### config.mk
export PLATFORM = sky130hd
export DESIGN_NAME = mct_out_queue_flat
export DESIGN_NICKNAME = d
export VERILOG_FILES = /design/src/rtl/mct_pkg.sv /design/src/rtl/mct_if.sv /design/src/rtl/mct_out_queue.sv /design/src/flat_wrapper.sv
export SDC_FILE = /design/constraint.sdc
export NUM_CORES = 1
export LEC_CHECK = 0
export BUFFER_PORTS_ARGS = -buffer_cell sky130_fd_sc_hd__clkbuf_2
export CAP_MARGIN = 0
export CELL_PAD_IN_SITES_DETAIL_PLACEMENT = 1
export CELL_PAD_IN_SITES_GLOBAL_PLACEMENT = 2
export CORE_MARGIN = 3
export CORE_UTILIZATION = 33
export CTS_BUF_LIST = sky130_fd_sc_hd__clkbuf_2
export DETAILED_ROUTE_END_ITERATION = 8
export PLACE_DENSITY_LB_ADDON = 0.1
export SYNTH_ARGS = -nofsm -noshare
export SYNTH_HDL_FRONTEND = slang
export SYNTH_SLANG_ARGS = --single-unit
### constraint.sdc
create_clock -name clk_i -period 2.4 [get_ports clk_i]
set_clock_uncertainty 0.05 [all_clocks]
set_input_delay 0.24 -clock clk_i [delete_from_list [all_inputs] [get_ports clk_i]]
set_output_delay 0.24 -clock clk_i [all_outputs]
set_load 0.05 [all_outputs]
### src/rtl/mct_pkg.sv
// Package with the constants, codes and types shared by the note tracker files.
package mct_pkg;

  // Channel and note space.
  localparam int CHANNELS = 16;
  localparam int NOTES    = 128;

  // Field widths.
  localparam int KIND_W   = 2;
  localparam int CHAN_W   = 4;
  localparam int DATA_W   = 7;
  localparam int COUNT_W  = 8;
  localparam int CH_IDX_W = (CHANNELS > 1) ? $clog2(CHANNELS) : 1;

  // First channel number that lies outside the tracked range.
  localparam logic [CHAN_W:0] CH_LIMIT = (CHAN_W + 1)'(CHANNELS);

  // Saturation value of the held-note count.
  localparam logic [COUNT_W-1:0] COUNT_MAX = 8'hFF;

  // Controller numbers that the block acts on.
  localparam logic [DATA_W-1:0] CC_VOLUME  = 7'd7;
  localparam logic [DATA_W-1:0] CC_ALL_OFF = 7'd123;
  localparam logic [DATA_W-1:0] CC_MONO    = 7'd126;
  localparam logic [DATA_W-1:0] CC_POLY    = 7'd127;

  // Sound format register codes.
  localparam logic FMT_BANK = 1'b0;
  localparam logic FMT_SF2  = 1'b1;

  // Message kinds.
  typedef enum logic [KIND_W-1:0] {
    KIND_NOTE_ON  = 2'd0,
    KIND_NOTE_OFF = 2'd1,
    KIND_PROGRAM  = 2'd2,
    KIND_CONTROL  = 2'd3
  } kind_e;

  // Synth commands.
  typedef enum logic [1:0] {
    CMD_NONE    = 2'd0,
    CMD_ON      = 2'd1,
    CMD_OFF     = 2'd2,
    CMD_ALL_OFF = 2'd3
  } cmd_e;

  // One input item as held in the input register.
  typedef struct packed {
    kind_e             kind;
    logic [CHAN_W-1:0] channel;
    logic [DATA_W-1:0] first_data;
    logic [DATA_W-1:0] second_data;
    logic              sample_found;
  } in_item_t;

  // One result item.
  typedef struct packed {
    cmd_e               command;
    logic [DATA_W-1:0]  note;
    logic [DATA_W-1:0]  velocity;
    logic [DATA_W-1:0]  program_res;
    logic [COUNT_W-1:0] held_count;
    logic [DATA_W-1:0]  channel_level;
    logic               last;
  } result_t;

endpackage

### src/rtl/mct_if.sv


interface mct_out_if;
  import mct_pkg::*;

  logic               valid;
  logic               ready;
  cmd_e               command;
  logic [DATA_W-1:0]  note;
  logic [DATA_W-1:0]  velocity;
  logic [DATA_W-1:0]  program_res;
  logic [COUNT_W-1:0] held_count;
  logic [DATA_W-1:0]  channel_level;
  logic               last;

  modport source (
    output valid, command, note, velocity, program_res, held_count, channel_level, last,
    input  ready
  );
  modport sink (
    input  valid, command, note, velocity, program_res, held_count, channel_level, last,
    output ready
  );
endinterface


### src/rtl/mct_out_queue.sv
// Two-entry result queue that takes up to two result items at once and drains one per cycle while the sink is ready.
module mct_out_queue (
  input  logic                    clk_i,
  input  logic                    rst_ni,
  input  logic [1:0]              push_n_i,
  input  mct_pkg::result_t        res0_i,
  input  mct_pkg::result_t        res1_i,
  output logic [1:0]              free_o,
  mct_out_if.source               out_o
);
  import mct_pkg::*;

  result_t    entry_q [2];
  logic       rd_ptr_q;
  logic       rd_ptr_d;
  logic [1:0] count_q;
  logic [1:0] count_d;
  logic       pop;
  logic       wr0;
  logic       wr1;

  // A result leaves when the sink takes it.
  assign pop = out_o.valid && out_o.ready;

  // Free slots count the one that drains in this cycle.
  assign free_o = 2'd2 - count_q + {1'b0, pop};

  // New results go behind the ones already queued.
  assign wr0 = rd_ptr_q + count_q[0];
  assign wr1 = ~wr0;

  assign rd_ptr_d = rd_ptr_q ^ pop;
  assign count_d  = count_q - {1'b0, pop} + push_n_i;

  always_ff @(posedge clk_i or negedge rst_ni) begin
    if (!rst_ni) begin
      rd_ptr_q <= 1'b0;
      count_q  <= 2'd0;
    end else begin
      rd_ptr_q <= rd_ptr_d;
      count_q  <= count_d;
    end
  end

  // Payload storage needs no reset.
  always_ff @(posedge clk_i) begin
    if (push_n_i != 2'd0) begin
      entry_q[wr0] <= res0_i;
    end
    if (push_n_i == 2'd2) begin
      entry_q[wr1] <= res1_i;
    end
  end

  // Head of the queue drives the output channel.
  assign out_o.valid         = (count_q != 2'd0);
  assign out_o.command       = entry_q[rd_ptr_q].command;
  assign out_o.note          = entry_q[rd_ptr_q].note;
  assign out_o.velocity      = entry_q[rd_ptr_q].velocity;
  assign out_o.program_res   = entry_q[rd_ptr_q].program_res;
  assign out_o.held_count    = entry_q[rd_ptr_q].held_count;
  assign out_o.channel_level = entry_q[rd_ptr_q].channel_level;
  assign out_o.last          = entry_q[rd_ptr_q].last;

endmodule

### src/flat_wrapper.sv
// flat-port wrapper written by rule: the top's interface ports become plain ports
module mct_out_queue_flat import mct_pkg::*;
  (clk_i, rst_ni, push_n_i, res0_i, res1_i, free_o, out_o_valid, out_o_command, out_o_note, out_o_velocity, out_o_program_res, out_o_held_count, out_o_channel_level, out_o_last, out_o_ready);
  mct_out_if out_o_i ();
  input  logic clk_i;
  input  logic rst_ni;
  input  logic [1:0] push_n_i;
  input  mct_pkg::result_t res0_i;
  input  mct_pkg::result_t res1_i;
  output logic [1:0] free_o;
  output wire logic [$bits(out_o_i.valid)-1:0] out_o_valid;
  output wire logic [$bits(out_o_i.command)-1:0] out_o_command;
  output wire logic [$bits(out_o_i.note)-1:0] out_o_note;
  output wire logic [$bits(out_o_i.velocity)-1:0] out_o_velocity;
  output wire logic [$bits(out_o_i.program_res)-1:0] out_o_program_res;
  output wire logic [$bits(out_o_i.held_count)-1:0] out_o_held_count;
  output wire logic [$bits(out_o_i.channel_level)-1:0] out_o_channel_level;
  output wire logic [$bits(out_o_i.last)-1:0] out_o_last;
  input wire logic [$bits(out_o_i.ready)-1:0] out_o_ready;
  assign out_o_valid = out_o_i.valid;
  assign out_o_command = out_o_i.command;
  assign out_o_note = out_o_i.note;
  assign out_o_velocity = out_o_i.velocity;
  assign out_o_program_res = out_o_i.program_res;
  assign out_o_held_count = out_o_i.held_count;
  assign out_o_channel_level = out_o_i.channel_level;
  assign out_o_last = out_o_i.last;
  assign out_o_i.ready = out_o_ready;
  mct_out_queue u_core (.clk_i(clk_i), .rst_ni(rst_ni), .push_n_i(push_n_i), .res0_i(res0_i), .res1_i(res1_i), .free_o(free_o), .out_o(out_o_i));
endmodule
==> Word-level counts from Yosys, hierarchy flattened <==
Memory sizes are Yosys's and may differ from the RTL's.
Index checks and enable logic that the tools add are counted.
W data, S select, Z words.
{ "word_totals": {"n_memories": 1, "input_bits": 83, "output_inout_bits": 42, "ramBits": 78, "wordCells": 18, "regBits": 3} }
{ "memory_table": {"columns": ["memory", "depth", "word_bits", "rd", "rd_clocked_by_memory_dff", "write_ports", "line", "text"], "rows": [
  ["u_core.entry_q", 2, 39, 1, 0, 2, "mct_out_queue.sv:13", "result_t entry_q [2];"]
]} }
{ "op_classes": {"n_mux": 4, "bitwise_logic": 2, "eq_ne": 1, "reduce_logical": 3, "n_addsub": 5} }
{ "op_table": {"columns": ["cell", "n"], "rows": [
  ["$mux W1", 4],
  ["$reduce_bool A2 Y1", 2],
  ["$add A2 B1 Y2", 1],
  ["$add A2 B2 Y2", 1],
  ["$eq A2 B2 Y1 const B", 1],
  ["$sub A2 B1 Y2", 1],
  ["$sub A2 B2 Y2 const A", 1],
  ["$add A1 B1 Y1", 1],
  ["$logic_and A1 B1 Y1", 1],
  ["$not A1 Y1", 1],
  ["$xor A1 B1 Y1", 1]
]} }

==> Longest topological paths before layout <==
{ "depth": {"ltp_word": 4, "ltp_mapped": 8, "ltp_nobuf": 8} }

==> Worst setup path before layout <==
OpenSTA, ideal clock, no wires.
{ "synth_path": {"path_type": "input port to flip-flop", "from": "in push_n_i[1]", "to": "mem u_core.entry_q[0][0] (netlist bit) (enable)", "slack_ns": -1.194, "t_required_ns": 1.861, "stages": 2, "t_arrival_ns": 3.054, "setup_time_ns": 0.489, "path_cell_list": "inv_1 > o21ai_0"} }
{ "synth_lines": {"columns": ["element", "line", "text"], "rows": [
  ["start, declared", "flat_wrapper.sv:7", "input logic [1:0] push_n_i;"],
  ["end, declared", "mct_out_queue.sv:13", null]
]} }

==> out/results.ini <==
[yosys]
yosys.area_share.xor_xnor=0.01500
syn-num-nets=317
ys_ff_latch=81
yosys.area_share.adder=0.009372
synth-compound-area-share=0.003124
synthMuxAreaShare=0.3383
synth_cell_type_count=19
synth_warnings=0
yosysSeqAreaShare=0.6036
synth_area_um2=4005
syn_inst=231
synth_top_family_by_area=multiplexers
syn_avg_cell_area_um2=17.34
synth-simple-area-share=0.008122

[global_routing]
grt_overflow=0
grt_max_degree=41
antenna_found_initial=0
grt_pass1_wl_um=15580
grt_pass1_vias=3138
track_usage=0.1561

[floorplan]
initial_core_util=0.3434
io_pins=125
core_area_um2=11660
rows=39
die_area_um2=13490
die_width_um=116.2
die_h_um=116.2

[finish]
final_cell_mix=134 x clkbuf_2, 107 x mux2_2, 93 x dlygate4sd3_1, 78 x edfxtp_1, 10 x mux2_4
drive_above_1_share=0.5926
diodes=0
nets=540
fillerInstances=1170
area_growth_pct=46.95
layout.cells.most_common=clkbuf_2

[timing]
drv_slew=0
worst_slew_pin_slew_ns=0.7757
setup_viol=0
fin_crit_ns=2.298
fin_crit_sh=0.9577
whs_ns=0.4481
max_slew_margin=0.4809
fmaxAchievable_ghz=0.4351
rsz0062_at_grt=no
hold_violations=0
setup_tns_ns=0

[hold_path]
hold_end=u_core.rd_ptr_q
hold_path_depth=4
hold_class=input port to register
hp-start=out_o_ready

[placed_design]
hpwl_um=6097
gp_congestion=0.6947
io_buffers=124

[cts]
htreeDepth=3
clock_latency_ns=0.55
cts_tree=built
root_buffer=clkbuf_2
clock_sinks=81
cts.path.max_buffers=2
clkTransAtPathRegs_ns=0.21
cts_made_buffers=9

[setup_path]
slowest_stage=dlygate4sd3_1
critPathMaxFanout=21
worstReg2RegStart=u_core.count_q[0]
critPathKind=register to register
ff2ff_setup_slack_ns=0.10
reg2reg_to=u_core.entry_q[1][5]
critical-path-top-delay-family=buffers and inverters
path_cells=buf_4, xnor2_2, nand3b_1, buf_6, mux2_2, dlygate4sd3_1
cp.required_ns=2.69
critPathBufInv=3
worst-endpoint-arrival_ns=2.59
reg2reg_depth=6
start_kind=register
critPathMaxStageDelay_ns=0.55
cp-end-kind=register

[route]
viasPerCell=4.635
detailedRoute.firstIterationViolations=84
drc=0
wire_per_inst_um=16.75
routed_wirelength_um=10090
drtPass1Iterations=4
ant_nets=0
vias=2790

[pwr]
ir_worst_vdd_mv=0.5938
power_mw=7.069
leakage_nw=2.445
power.density_nw_per_um2=1201

[status]
status=completed

[flow_run]
drv_cap=0

flip-flops by register name (all words and copies together) (netlist names):
name	count
u_core.entry_q	78
u_core.count_q	2
u_core.rd_ptr_q	1
per-stage QoR:
step                area, µm²  utilization  instances  setup slack (ns)
global placement         4801       0.4117        491            0.4592
global route             5886       0.5047        602           0.01359
CTS                      5867       0.5031        602          0.003393
finish                   5886       0.5047        602            0.1016
detailed placement       4801       0.4117        491            0.4517
floorplan                4009            -        231           0.09207
final cells by class:
class	instances	area, µm²	share of cell area
Clock inverter	4	43.79	0.007440
Inverter	4	15.01	0.002551
Clock buffer	12	60.06	0.01020
Multi-Input combinational cell	133	1513	0.2570
Tap cell	143	178.9	0.03040
Timing Repair Buffer	225	1657	0.2815
Sequential cell	81	2419	0.4109
what timing repair did:
action                     in CTS  in global routing
hold buffers                   93                  0
cloned                          0                  0
gates resized for setup         4                  8
buffers inserted                2                  0
hold endpoints to repair       84                  0
setup endpoints to repair      41                 11
worst max-delay path by stage:
stage / cells after the start / to / from / slack, ns
final: 6 / u_core.entry_q[1][5] / u_core.count_q[0] / 0.10
after global routing: 6 / u_core.entry_q[1][5] / u_core.count_q[0] / 0.01
after CTS: 5 / free_o[1] / u_core.count_q[1] / 0.003
after detailed placement: 3 / u_core.entry_q[0][19] / u_core.count_q[0] / 0.45
after global placement: 3 / u_core.entry_q[0][4] / u_core.rd_ptr_q / 0.46
after floorplan: 8 / u_core.count_q[1] / u_core.count_q[0] / 0.09
report_power, final:
part	total (mW)	internal, mW	switching [mW]
clock	0.730	0.247	0.483
sequential	2.32	2.21	0.112
combinational	4.02	1.39	2.63
total	7.07	3.85	3.22
logic make-up (layout without fill, tap and decap cells):
logic type | after synthesis | count (layout)
AO/OA/AOI/OAI | 2 | 2
XOR/XNOR | 6 | 6
buffers and inverters | 17 | 245
flip-flops | 81 | 81
adder cells (fa/ha/maj) | 3 | 3
AND/OR/NAND/NOR | 5 | 5
multiplexers | 117 | 117
tightest hold or removal path: stages:
cell and delay, ns:
dlygate4sd3_1 0.55, clkbuf_2 0.11, nand2_2 0.08, xnor2_1 0.06
cells in the mapped netlist:
cell type,count,area (µm²)
clkbuf_1,4,15.01
o21a_1,1,7.510
edfxtp_1,78,2342
nand3b_1,1,7.510
xor2_1,1,8.760
or3_4,1,11.26
xnor2_2,1,16.27
dfrtp_1,3,75.07
buf_4,1,7.510
buf_6,2,22.52
mux2_2,107,1205
nand2_1,2,7.510
o21ai_0,1,5.000
xnor2_1,4,35.03
mux2_4,10,150.1
buf_2,6,30.03
or2_2,1,6.260
ha_1,3,37.54
inv_1,4,15.01
routing by layer:
| layer | up-vias | GRT usage | share of wire |
|---|---|---|---|
| li1 | 1335 | - | - |
| met1 | 1367 | 0.1734 | 0.42 |
| met2 | 75 | 0.2885 | 0.53 |
| met3 | 13 | 0.03161 | 0.037 |
| met4 | 0 | 0.06729 | 0.019 |
| met5 | - | 0 | 0 |
Power figures use the tool's default switching activity.
